$ cat src/sv/bmpfb_pkg.sv
// Shared constants and register indexes for the BMP stream decimator.
package bmpfb_pkg;

    localparam int MAX_DIM      = 1024;
    localparam int HDR_LEN      = 54;
    localparam int W_OFF        = 18;
    localparam int H_OFF        = 22;
    localparam int BYTE_W       = 8;
    localparam int HC_W         = 6;
    localparam int DIM_LO_W     = 16;
    localparam int OFFSET_W     = 10;
    localparam int LINE_W       = 11;
    localparam int ADDR_W       = 20;
    localparam int PIXEL_W      = 24;
    localparam int CFG_IDX_W    = 2;
    localparam int CFG_DATA_W   = 11;
    localparam logic [LINE_W-1:0] LINE_WIDTH_RESET = 11'd640;

    typedef enum logic [CFG_IDX_W-1:0] {
        REG_ROW_OFFSET = 2'd0,
        REG_COL_OFFSET = 2'd1,
        REG_LINE_WIDTH = 2'd2
    } cfg_reg_t;

    typedef enum logic [1:0] {
        PH_BLUE  = 2'd0,
        PH_GREEN = 2'd1,
        PH_RED   = 2'd2
    } byte_phase_t;

endpackage

$ cat src/sv/bmp_stream_to_framebuffer_decimator.sv
// Top level: BMP byte stream parser that emits decimated framebuffer writes.
//
// Usage: feed a 24-bit BMP file one byte per request on the input channel
// (file_byte, first_byte); first_byte marks byte zero of a file and restarts
// parsing. Each red byte of a pixel whose display row plus column is even
// yields one request on the output channel (fb_address, pixel_word).
// Both channels use valid/stall; a request moves when valid is high and
// stall is low.
// Throughput: one byte per cycle while the output is not stalled; the parser
// state, the 11x11 address multiplier and the output register all update in
// the single stage after the input register.
// Stall: while the output register holds a stalled result, the input register
// holds its byte and in_stall rises; no request is lost or repeated.
// Reset: rst_n clears all parse state and both valid flags; the row and
// column offsets return to 0 and line_width to 640. Configuration (row offset,
// column offset, line_width) is written through cfg_write/cfg_index/cfg_data.
module bmp_stream_to_framebuffer_decimator #(
    parameter int MAX_DIM = bmpfb_pkg::MAX_DIM
) (
    input  logic                                clk,
    input  logic                                rst_n,
    input  logic                                in_valid,
    output logic                                in_stall,
    input  logic [bmpfb_pkg::BYTE_W-1:0]        file_byte,
    input  logic                                first_byte,
    output logic                                out_valid,
    input  logic                                out_stall,
    output logic [bmpfb_pkg::ADDR_W-1:0]        fb_address,
    output logic [bmpfb_pkg::PIXEL_W-1:0]       pixel_word,
    input  logic                                cfg_write,
    input  logic [bmpfb_pkg::CFG_IDX_W-1:0]     cfg_index,
    input  logic [bmpfb_pkg::CFG_DATA_W-1:0]    cfg_data
);

    localparam int DIM_W  = $clog2(MAX_DIM + 1);
    localparam int I_W    = ((DIM_W > bmpfb_pkg::OFFSET_W) ? DIM_W : bmpfb_pkg::OFFSET_W) + 1;
    localparam int PROD_W = I_W - 1 + bmpfb_pkg::LINE_W;
    localparam int DLO_W  = bmpfb_pkg::DIM_LO_W;
    localparam int HC_W   = bmpfb_pkg::HC_W;
    localparam int BW     = bmpfb_pkg::BYTE_W;

    // configuration
    logic [bmpfb_pkg::OFFSET_W-1:0] row_offset_reg, col_offset_reg;
    logic [bmpfb_pkg::LINE_W-1:0]   line_width_reg;

    // input register
    logic          in_valid_reg;
    logic [BW-1:0] byte_reg;
    logic          first_reg;

    // parser state
    logic [HC_W-1:0]  header_count_reg, header_count_next;
    logic [DLO_W-1:0] image_width_reg, image_width_next;
    logic [DLO_W-1:0] image_height_reg, image_height_next;
    logic             width_hi_reg, width_hi_next;
    logic             height_hi_reg, height_hi_next;
    logic [DIM_W-1:0] row_left_reg, row_left_next;
    logic [DIM_W-1:0] pixel_col_reg, pixel_col_next;
    bmpfb_pkg::byte_phase_t byte_phase_reg, byte_phase_next;
    logic [1:0]       pad_left_reg, pad_left_next;
    logic [BW-1:0]    held_blue_reg, held_blue_next;
    logic [BW-1:0]    held_green_reg, held_green_next;
    logic             image_done_reg, image_done_next;

    // output register
    logic                          out_valid_reg;
    logic [bmpfb_pkg::ADDR_W-1:0]  fb_address_reg, fb_address_next;
    logic [bmpfb_pkg::PIXEL_W-1:0] pixel_word_reg, pixel_word_next;

    logic advance, process, emit;
    logic [I_W-1:0]    disp_row, disp_col;
    logic [PROD_W-1:0] row_base;
    logic              width_ok, height_ok;

    assign advance   = !(out_valid_reg && out_stall);
    assign process   = in_valid_reg && advance;
    assign in_stall  = in_valid_reg && !advance;
    assign out_valid = out_valid_reg;
    assign fb_address = fb_address_reg;
    assign pixel_word = pixel_word_reg;

    always_ff @(posedge clk or negedge rst_n)
    begin
        if (!rst_n)
        begin
            row_offset_reg <= '0;
            col_offset_reg <= '0;
            line_width_reg <= bmpfb_pkg::LINE_WIDTH_RESET;
        end
        else if (cfg_write)
        begin
            unique case (cfg_index)
                bmpfb_pkg::REG_ROW_OFFSET: row_offset_reg <= cfg_data[bmpfb_pkg::OFFSET_W-1:0];
                bmpfb_pkg::REG_COL_OFFSET: col_offset_reg <= cfg_data[bmpfb_pkg::OFFSET_W-1:0];
                bmpfb_pkg::REG_LINE_WIDTH: line_width_reg <= cfg_data;
                default: ;
            endcase
        end
    end

    always_ff @(posedge clk or negedge rst_n)
    begin
        if (!rst_n)
            in_valid_reg <= 1'b0;
        else if (!in_stall)
            in_valid_reg <= in_valid;
    end

    always_ff @(posedge clk)
    begin
        if (!in_stall)
        begin
            byte_reg  <= file_byte;
            first_reg <= first_byte;
        end
    end

    // display position and address of the current pixel
    assign disp_row = I_W'(row_offset_reg) + I_W'(row_left_reg);
    assign disp_col = I_W'(col_offset_reg) + I_W'(pixel_col_reg);
    assign row_base = PROD_W'(disp_row[I_W-1:1]) * PROD_W'(line_width_reg);

    always_comb
    begin
        logic [HC_W-1:0]  hc;
        logic [DLO_W-1:0] w_lo, h_lo;
        logic             w_hi, h_hi, done;
        logic [DIM_W-1:0] rows, col;
        bmpfb_pkg::byte_phase_t ph;
        logic [1:0]       pad;
        logic [BW-1:0]    hb, hg;
        logic             next_row;

        // restart on first byte, else carry the stored state
        hc   = first_reg ? '0 : header_count_reg;
        w_lo = first_reg ? '0 : image_width_reg;
        h_lo = first_reg ? '0 : image_height_reg;
        w_hi = first_reg ? 1'b0 : width_hi_reg;
        h_hi = first_reg ? 1'b0 : height_hi_reg;
        done = first_reg ? 1'b0 : image_done_reg;
        rows = first_reg ? '0 : row_left_reg;
        col  = first_reg ? '0 : pixel_col_reg;
        ph   = first_reg ? bmpfb_pkg::PH_BLUE : byte_phase_reg;
        pad  = first_reg ? '0 : pad_left_reg;
        hb   = first_reg ? '0 : held_blue_reg;
        hg   = first_reg ? '0 : held_green_reg;

        next_row = 1'b0;
        emit     = 1'b0;
        width_ok  = !w_hi && (w_lo != '0) && (w_lo <= DLO_W'(MAX_DIM));
        height_ok = !h_hi && (h_lo != '0) && (h_lo <= DLO_W'(MAX_DIM));

        if (hc < HC_W'(bmpfb_pkg::HDR_LEN))
        begin
            priority if (hc == HC_W'(bmpfb_pkg::W_OFF))
                w_lo[7:0] = byte_reg;
            else if (hc == HC_W'(bmpfb_pkg::W_OFF + 1))
                w_lo[15:8] = byte_reg;
            else if (hc == HC_W'(bmpfb_pkg::W_OFF + 2) || hc == HC_W'(bmpfb_pkg::W_OFF + 3))
                w_hi = w_hi || (byte_reg != '0);
            else if (hc == HC_W'(bmpfb_pkg::H_OFF))
                h_lo[7:0] = byte_reg;
            else if (hc == HC_W'(bmpfb_pkg::H_OFF + 1))
                h_lo[15:8] = byte_reg;
            else if (hc == HC_W'(bmpfb_pkg::H_OFF + 2) || hc == HC_W'(bmpfb_pkg::H_OFF + 3))
                h_hi = h_hi || (byte_reg != '0);
            else if (hc == HC_W'(bmpfb_pkg::HDR_LEN - 1))
            begin
                // size fields are complete here; reject bad sizes
                if (width_ok && height_ok)
                    rows = DIM_W'(h_lo - DLO_W'(1));
                else
                    done = 1'b1;
            end
            hc = hc + HC_W'(1);
        end
        else if (!done)
        begin
            if (pad != '0)
            begin
                pad = pad - 2'd1;
                if (pad == '0)
                    next_row = 1'b1;
            end
            else
            begin
                unique case (ph)
                    bmpfb_pkg::PH_BLUE:
                    begin
                        hb = byte_reg;
                        ph = bmpfb_pkg::PH_GREEN;
                    end
                    bmpfb_pkg::PH_GREEN:
                    begin
                        hg = byte_reg;
                        ph = bmpfb_pkg::PH_RED;
                    end
                    default:
                    begin
                        ph   = bmpfb_pkg::PH_BLUE;
                        emit = (disp_row[0] == disp_col[0]);
                        if (col + DIM_W'(1) == w_lo[DIM_W-1:0])
                        begin
                            // row padding equals width mod 4 for 3-byte pixels
                            pad = w_lo[1:0];
                            if (pad == '0)
                                next_row = 1'b1;
                        end
                        else
                            col = col + DIM_W'(1);
                    end
                endcase
            end
            if (next_row)
            begin
                col = '0;
                if (rows == '0)
                    done = 1'b1;
                else
                    rows = rows - DIM_W'(1);
            end
        end

        header_count_next = hc;
        image_width_next  = w_lo;
        image_height_next = h_lo;
        width_hi_next     = w_hi;
        height_hi_next    = h_hi;
        image_done_next   = done;
        row_left_next     = rows;
        pixel_col_next    = col;
        byte_phase_next   = ph;
        pad_left_next     = pad;
        held_blue_next    = hb;
        held_green_next   = hg;

        fb_address_next = row_base[bmpfb_pkg::ADDR_W-1:0]
                        + bmpfb_pkg::ADDR_W'(disp_col[I_W-1:1]);
        pixel_word_next = {held_blue_reg, held_green_reg, byte_reg};
    end

    always_ff @(posedge clk or negedge rst_n)
    begin
        if (!rst_n)
        begin
            header_count_reg <= '0;
            image_width_reg  <= '0;
            image_height_reg <= '0;
            width_hi_reg     <= 1'b0;
            height_hi_reg    <= 1'b0;
            image_done_reg   <= 1'b0;
            row_left_reg     <= '0;
            pixel_col_reg    <= '0;
            byte_phase_reg   <= bmpfb_pkg::PH_BLUE;
            pad_left_reg     <= '0;
            held_blue_reg    <= '0;
            held_green_reg   <= '0;
        end
        else if (process)
        begin
            header_count_reg <= header_count_next;
            image_width_reg  <= image_width_next;
            image_height_reg <= image_height_next;
            width_hi_reg     <= width_hi_next;
            height_hi_reg    <= height_hi_next;
            image_done_reg   <= image_done_next;
            row_left_reg     <= row_left_next;
            pixel_col_reg    <= pixel_col_next;
            byte_phase_reg   <= byte_phase_next;
            pad_left_reg     <= pad_left_next;
            held_blue_reg    <= held_blue_next;
            held_green_reg   <= held_green_next;
        end
    end

    always_ff @(posedge clk or negedge rst_n)
    begin
        if (!rst_n)
            out_valid_reg <= 1'b0;
        else if (advance)
            out_valid_reg <= process && emit;
    end

    always_ff @(posedge clk)
    begin
        if (process && emit)
        begin
            fb_address_reg <= fb_address_next;
            pixel_word_reg <= pixel_word_next;
        end
    end

endmodule

$ cat config.mk
export PLATFORM = sky130hd
export DESIGN_NAME = bmp_stream_to_framebuffer_decimator
export DESIGN_NICKNAME = d
export VERILOG_FILES = /design/src/sv/bmpfb_pkg.sv /design/src/sv/bmp_stream_to_framebuffer_decimator.sv
export SDC_FILE = /design/constraint.sdc
export NUM_CORES = 1
export LEC_CHECK = 0
export BUFFER_PORTS_ARGS = -buffer_cell sky130_fd_sc_hd__buf_2
export CAP_MARGIN = 20
export CORE_ASPECT_RATIO = 1.2
export CORE_MARGIN = 2
export CORE_UTILIZATION = 25
export DETAILED_ROUTE_END_ITERATION = 8
export PLACE_DENSITY = 0.46
export SETUP_SLACK_MARGIN = 0.15
export SYNTH_ARGS = -nofsm -noshare
export SYNTH_HDL_FRONTEND = slang
export SYNTH_SLANG_ARGS = --single-unit
$ cat constraint.sdc
create_clock -name clk -period 16.3 [get_ports clk]
set_clock_uncertainty 0.15 [all_clocks]
set_input_delay 2.445 -clock clk [delete_from_list [all_inputs] [get_ports clk]]
set_output_delay 2.445 -clock clk [all_outputs]
set_load 0.03 [all_outputs]
# [Word level (Yosys, flattened, before mapping)]
# Index checks and enable logic that the tools add are counted.
[word_totals] word_cells=169 out_inout_bits=46 input_bits=27 reg_bits=169
[classes] reduce_logical=29 eq_ne=14 n_mux=93 addsub=8 n_lt_le_gt_ge=3 n_mul=1
[op_table] op="$mux W11" count=20
[op_table] op="$mux W8" count=16
[op_table] op="$mux W16" count=7
[op_table] op="$eq A6 B5 Y1 const B" count=8
[op_table] op="$mux W1" count=37
[op_table] op="$le A16 B11 Y1 const B" count=2
[op_table] op="$reduce_bool A16 Y1" count=2
[op_table] op="$add A10 B11 Y12" count=2
[op_table] op="$sub A11 B1 Y11 const B" count=2
[op_table] op="$add A20 B11 Y20" count=1
[op_table] op="$mul A11 B11 Y20" count=1
[op_table] op="$mux W2" count=10
[op_table] op="$mux W6" count=2
[op_table] op="$add A11 B1 Y11 const B" count=1
[op_table] op="$eq A11 B11 Y1" count=1
[op_table] op="$logic_not A11 Y1" count=1
[op_table] op="$logic_and A1 B1 Y1" count=9
[op_table] op="$logic_not A2 Y1" count=4
[op_table] op="$reduce_bool A8 Y1" count=1
[op_table] op="$add A6 B1 Y6 const B" count=1
[op_table] op="$eq A6 B6 Y1 const B" count=1
[op_table] op="$lt A6 B6 Y1 const B" count=1
[op_table] op="$reduce_and A2 Y1" count=3
[op_table] op="$eq A2 B1 Y1 const B" count=2
[op_table] op="other kinds (8)" count=13

# [Logic depth before layout (Yosys ltp)]
[logic_depth] depth_word=14 depth_mapped=27

# [Worst setup path before layout]
# Ideal clock, no wire load.
[synth_timing] path_type="reg-to-reg" from="register row_left_reg[0]" to="register fb_address_reg, in the netlist fb_address[19], data pin" arrival_ps=6665 stages_incl_launch_ff=27 setup_slack_ps=9226 required_ps=15891 setup_time_ps=259 period_less_slack_ps=7074 path_cell_list="dfrtp_1 ha_1 inv_1 fa_1 nor2b_1 o2111ai_1 and4_1 or4_1 o311ai_0 clkbuf_1 nand2_1 fa_1 inv_1 fa_1 fa_1 fa_1 inv_1 fa_1 inv_1 ha_1 a21oi_1 nand2_1 o21ai_0 o21ai_0 o41ai_1 o21ai_0 xnor2_1"
[synth_via] elab_chain_len=3
[synth_rtl] element="start, declared" line="bmp_stream_to_framebuffer_decimator.sv:57" text="logic [DIM_W-1:0] row_left_reg, row_left_next;"
[synth_rtl] element="start signal, assigned" line="bmp_stream_to_framebuffer_decimator.sv:267" text="row_left_reg <= row_left_next;"
[synth_rtl] element="$add A10 B11 Y12" line="bmp_stream_to_framebuffer_decimator.sv:119" text="assign disp_row = I_W'(row_offset_reg) + I_W'(row_left_reg);"
[synth_rtl] element="$mul A11 B11 Y20" line="bmp_stream_to_framebuffer_decimator.sv:121" text="assign row_base = PROD_W'(disp_row[I_W-1:1]) * PROD_W'(line_width_reg);"
[synth_rtl] element="$add A20 B11 Y20" line="bmp_stream_to_framebuffer_decimator.sv:238" text="+ bmpfb_pkg::ADDR_W'(disp_col[I_W-1:1]);"
[synth_rtl] element="named net fb_address_next (one bit)" line="bmp_stream_to_framebuffer_decimator.sv:67" text="logic [bmpfb_pkg::ADDR_W-1:0] fb_address_reg, fb_address_next;"
[synth_rtl] element="end signal, assigned" line="bmp_stream_to_framebuffer_decimator.sv:288" text="fb_address_reg <= fb_address_next;"
[synth_rtl] element="end, declared" line="bmp_stream_to_framebuffer_decimator.sv:67"
# The timed path passes the listed nets, and every way through them passes these cells.
# A chain may end at the register's enable or synchronous reset.

# [Worst setup path in the final report]
[layout_timing] from="register row_left_reg[0]" to="register fb_address_reg, in the netlist fb_address[18], data pin"
# The elaborated chain is that of the path after synthesis.

==> results.md <==
- Initial core utilization: roughly a quarter
- Worst-case clock buffer depth: 2
- Hold path start: held_blue_reg[0]
- CTS sink count: roughly 170
- Antenna violations before repair: 0
- WL/cell: 16.7 µm
- Total of max-cap violations: 0
- Syn Inst Count: ~1300
- CTS Hold Buffers Added: 0
- Post-Syn Nets: between 1000 and 1500
- IO Port Bufs: 72
- Syn avg cell area: 9.93 µm²
- Multiplexer share of the synthesized area: ~3.4%
- Crit path max-delay family: adder cells
- Fill cells: between 5000 and 6000
- Final Hold Fails: 0
- Count of cell types in the netlist: 80
- Ports: between 70 and 80
- First-pass DRT Iterations: 5
- Synth Area in XOR/XNOR: under 10%
- Crit Path Category: flip-flop to flip-flop
- R2r startpoint: row_left_reg[0]
- Core Region: ~50000 µm²
- Critical Path Fanout Max: 11
- Post-DP HPWL: roughly 25000 µm
- Skew-Pair Late Insertion Delay: 0.45 ns
- NetSw: approximately 1.7 mW
- Final min period: roughly 7.7 ns
- Vias/cell: around 4.7
- CTS buffer count: 17
- WP buf/inv: 4
- Worst slew pin tran: about 1.1 ns
- Worst-case headroom to the max-slew limit: between 20 and 30%
- WHS Path Cells: 0
- Largest net degree at the start of global routing: between 60 and 70
- Worst R2R Path Depth: 23
- Placed Instances: just under 2000
- Switching Fraction: 45.5%
- GRT Overall Usage: approximately an eighth
- Vias in the first global route: a little under 10000
- Antenna-violating nets left: 0
- Clock root buffer: clkbuf_16
- PostCTS Resize Cnt: 0
- Total number of vias: between 9000 and 10000
- Seq pwr share: ~18%
- Grt total ovfl: 0
- Ys async rst share: between 60% and 70%
- CP Data Required Time: approximately 16 ns
- Final net count: around 1500
- Layout cells sized above 1: around an eighth
- Comb pwr share: a little over two thirds
- Total power: about 3.7 mW
- Post-Route WL: roughly 33000 µm
- Initial DRC count: slightly above 400
- Final setup vio count: 0
- RePlAce Congestion: 0.797
- Setup TNS: 0 ns
- Hold path endpoint: pixel_word[16]
- Power Density: between 200 and 300 nW/µm²
- Yosys reg bits: between 150 and 200
- Worst Hold Class: flip-flop to flip-flop
- Die footprint: between 50000 and 60000 µm²
- Post-route insts no fill: 1983
- Main combinational cell family by area after synthesis: adder cells
- Row cnt: 90
- Leak: 6.26 nW
- Die X: approximately 210 µm
- Slew Limit Fails: 0
- Critical Path Most Common Cell: fa_1
- Fin crit share: 47.4%
- H-tree depth: 4
- Max VDD drop: 0.318 mV
- Die height: roughly 250 µm
- Syn-to-layout area delta: 13.0%
- Post-CTS setup buffers: 0
- Post-synthesis simple-gate area fraction: 15.4%
- Slowest cell on the critical path: o41ai_1
- First-pass GRT wire length: around 54000 µm
- Internal power: approximately 2.0 mW
- Biggest cell delay along the critical path: 0.76 ns
- Ordered list of cells on the worst path: ha_1 -> inv_1 -> fa_1 -> nor2b_1 -> o2111ai_1 -> and4_1 -> nor2_1 -> xor2_1 -> nand2_1 -> fa_1 -> fa_1 -> fa_1 -> inv_1 -> fa_1 -> inv_1 -> fa_1 -> inv_1 -> ha_1 -> o41ai_1 -> o311ai_0 -> a31o_2 -> a21oi_1 -> xnor2_1
- Adder-cell share of the synthesized area: between 20% and 30%
- RSZ-0062 raised after global routing: false
- Crit end category: flip-flop
- CP arrival: roughly 7.8 ns
- Synth Cell Area: 12700 µm²
- Antenna diodes: 0
- DRC Markers: 0
- Setup crit start kind: flip-flop
- Critical R2R Capture: fb_address[18]
- Number of flops mapped to enable cells by yosys: 53
- CTS tree: done
- Largest register FFs: 24
- Worst-path clk slew: roughly 0.080 ns
- Setup slack, reg-to-reg: 8.58 ns
- Sequential element share of the synthesized area: a little over a third
- Outcome: complete, no violations
- Compound-Gate Fraction of Synth Area: between 10% and 20%
- Ys flop type: dfrtp_1
- Highest Clock Rate: 0.130 GHz
- Clock power frac: between 10% and 20%
- Warnings, synthesis: 0
[metal layers]
metal  share of wire [%]  track usage (%)  up-vias
met5                   0                0        -
met4                 1.9             3.95        0
met3                 3.0             2.36       29
met2                  50             23.2      145
met1                  45             15.8     4632
li1                    -                -     4508
[cells by family (layout without fill, tap and decap cells)]
| family | count (synthesis) | after routing |
|---|---|---|
| muxes | 39 | 39 |
| DFF | 169 | 169 |
| and+or+nand+nor | 394 | 394 |
| AOI/OAI and AO/OA | 253 | 253 |
| xor gates and xnor gates | 52 | 52 |
| buffers and inverters | 203 | 262 |
| adders and majority gates | 170 | 170 |
[how the worst max path moves through the flow]
stage / start / to / slack (ns) / depth (start not counted)
6_report: row_left_reg[0] / fb_address[18] / 8.58 / 23
5_1_grt: row_left_reg[0] / fb_address[19] / 7.92 / 25
4_1_cts: row_left_reg[0] / fb_address[18] / 8.49 / 23
3_5_place_dp: row_left_reg[0] / fb_address[18] / 8.51 / 23
3_3_place_gp: row_left_reg[0] / fb_address[18] / 8.69 / 23
2_1_floorplan: row_left_reg[0] / fb_address[19] / 9.23 / 26
[cell usage after synthesis, types with 6 or more instances]
cell type	n	area [µm²]
ha_1	78	976
xor2_1	12	105
inv_1	146	548
dfrtp_1	114	2850
o21ai_0	57	285
nand4_1	6	37.5
nor3_1	35	175
a22o_1	32	280
xnor2_1	39	342
nor2b_1	17	106
and2_1	47	294
nand2_1	131	492
a21oi_1	45	225
mux2i_1	6	60.1
o21a_1	8	60.1
fa_1	92	1840
a31oi_1	17	106
mux2_2	32	360
clkbuf_1	45	169
nor2_1	64	240
o21bai_1	7	52.6
nor4_1	13	81.3
buf_2	7	35.0
nand3_1	30	150
nand2b_1	9	56.3
and3_1	7	43.8
a21o_1	12	90.1
edfxtp_1	53	1590
a22oi_1	10	75.1
[power groups by stage]
| stage | combinational [mW] | sequential (mW) | clock (mW) |
|---|---|---|---|
| 6_report | 2.57 | 0.661 | 0.430 |
| 3_5_place_dp | 2.62 | 0.669 | 0 |
| 5_1_grt | 3.01 | 0.664 | 0.459 |
| 3_3_place_gp | 2.58 | 0.669 | 0 |
| 4_1_cts | 2.64 | 0.661 | 0.445 |
| 2_1_floorplan | 2.13 | 0.640 | 0 |
[worst register-to-register path, stage by stage (launching register included)]
cell and delay, ns:
dfrtp_1 0.44, ha_1 0.24, inv_1 0.07, fa_1 0.41
nor2b_1 0.17, o2111ai_1 0.15, and4_1 0.20, nor2_1 0.17
xor2_1 0.66, nand2_1 0.18, fa_1 0.59, fa_1 0.43
fa_1 0.50, inv_1 0.06, fa_1 0.52, inv_1 0.05
fa_1 0.53, inv_1 0.05, ha_1 0.23, o41ai_1 0.76
o311ai_0 0.37, a31o_2 0.31, a21oi_1 0.16, xnor2_1 0.08
[area by class of cell]
| type | count | area, µm² | area share [%] |
|---|---|---|---|
| clock buffer | 18 | 450 | 3.14 |
| tap | 644 | 806 | 5.61 |
| multi-input combinational | 908 | 7460 | 51.9 |
| inverter | 147 | 552 | 3.84 |
| timing repair buffer | 83 | 445 | 3.10 |
| sequential | 169 | 4500 | 31.3 |
| clock inverter | 14 | 158 | 1.10 |
[per-stage QoR]
stage / hold WS, ns / worst slack, ns / instance area [µm²] / util, %
after floorplan: 0.275 / 9.23 / 12700 / -
after detailed placement: 0.284 / 8.51 / 13700 / 27.3
after global placement: 0.281 / 8.69 / 13700 / 27.3
after global routing: 0.313 / 7.92 / 14400 / 28.6
after CTS: 0.304 / 8.49 / 14300 / 28.6
final: 0.302 / 8.58 / 14400 / 28.6
[cells in the final DEF, fill, tap and decap left out, types with 5 or more instances in the layout]
cell       instances
nor2b_1           17
inv_1            146
and2_1            47
nand2b_1           9
a31o_2             5
o31ai_1            5
or2_2              5
nor2_1            63
xor2_1            12
o21bai_1           7
nor4_1            13
nand2_1          131
ha_1              78
a22o_1            32
mux2_2            32
nor3_1            35
nand3_1           30
buf_2             71
o21ai_0           57
a21oi_1           45
a22oi_1           10
dfrtp_1          114
buf_4             12
fa_1              92
edfxtp_1          53
mux2i_1            6
nand4_1            6
and3_1             7
xnor2_1           39
a211oi_1           5
clkbuf_16         18
a21o_1            12
o21a_1             8
or3_1              5
a31oi_1           17
o211ai_1           5
(Power assumes the default switching activity.)
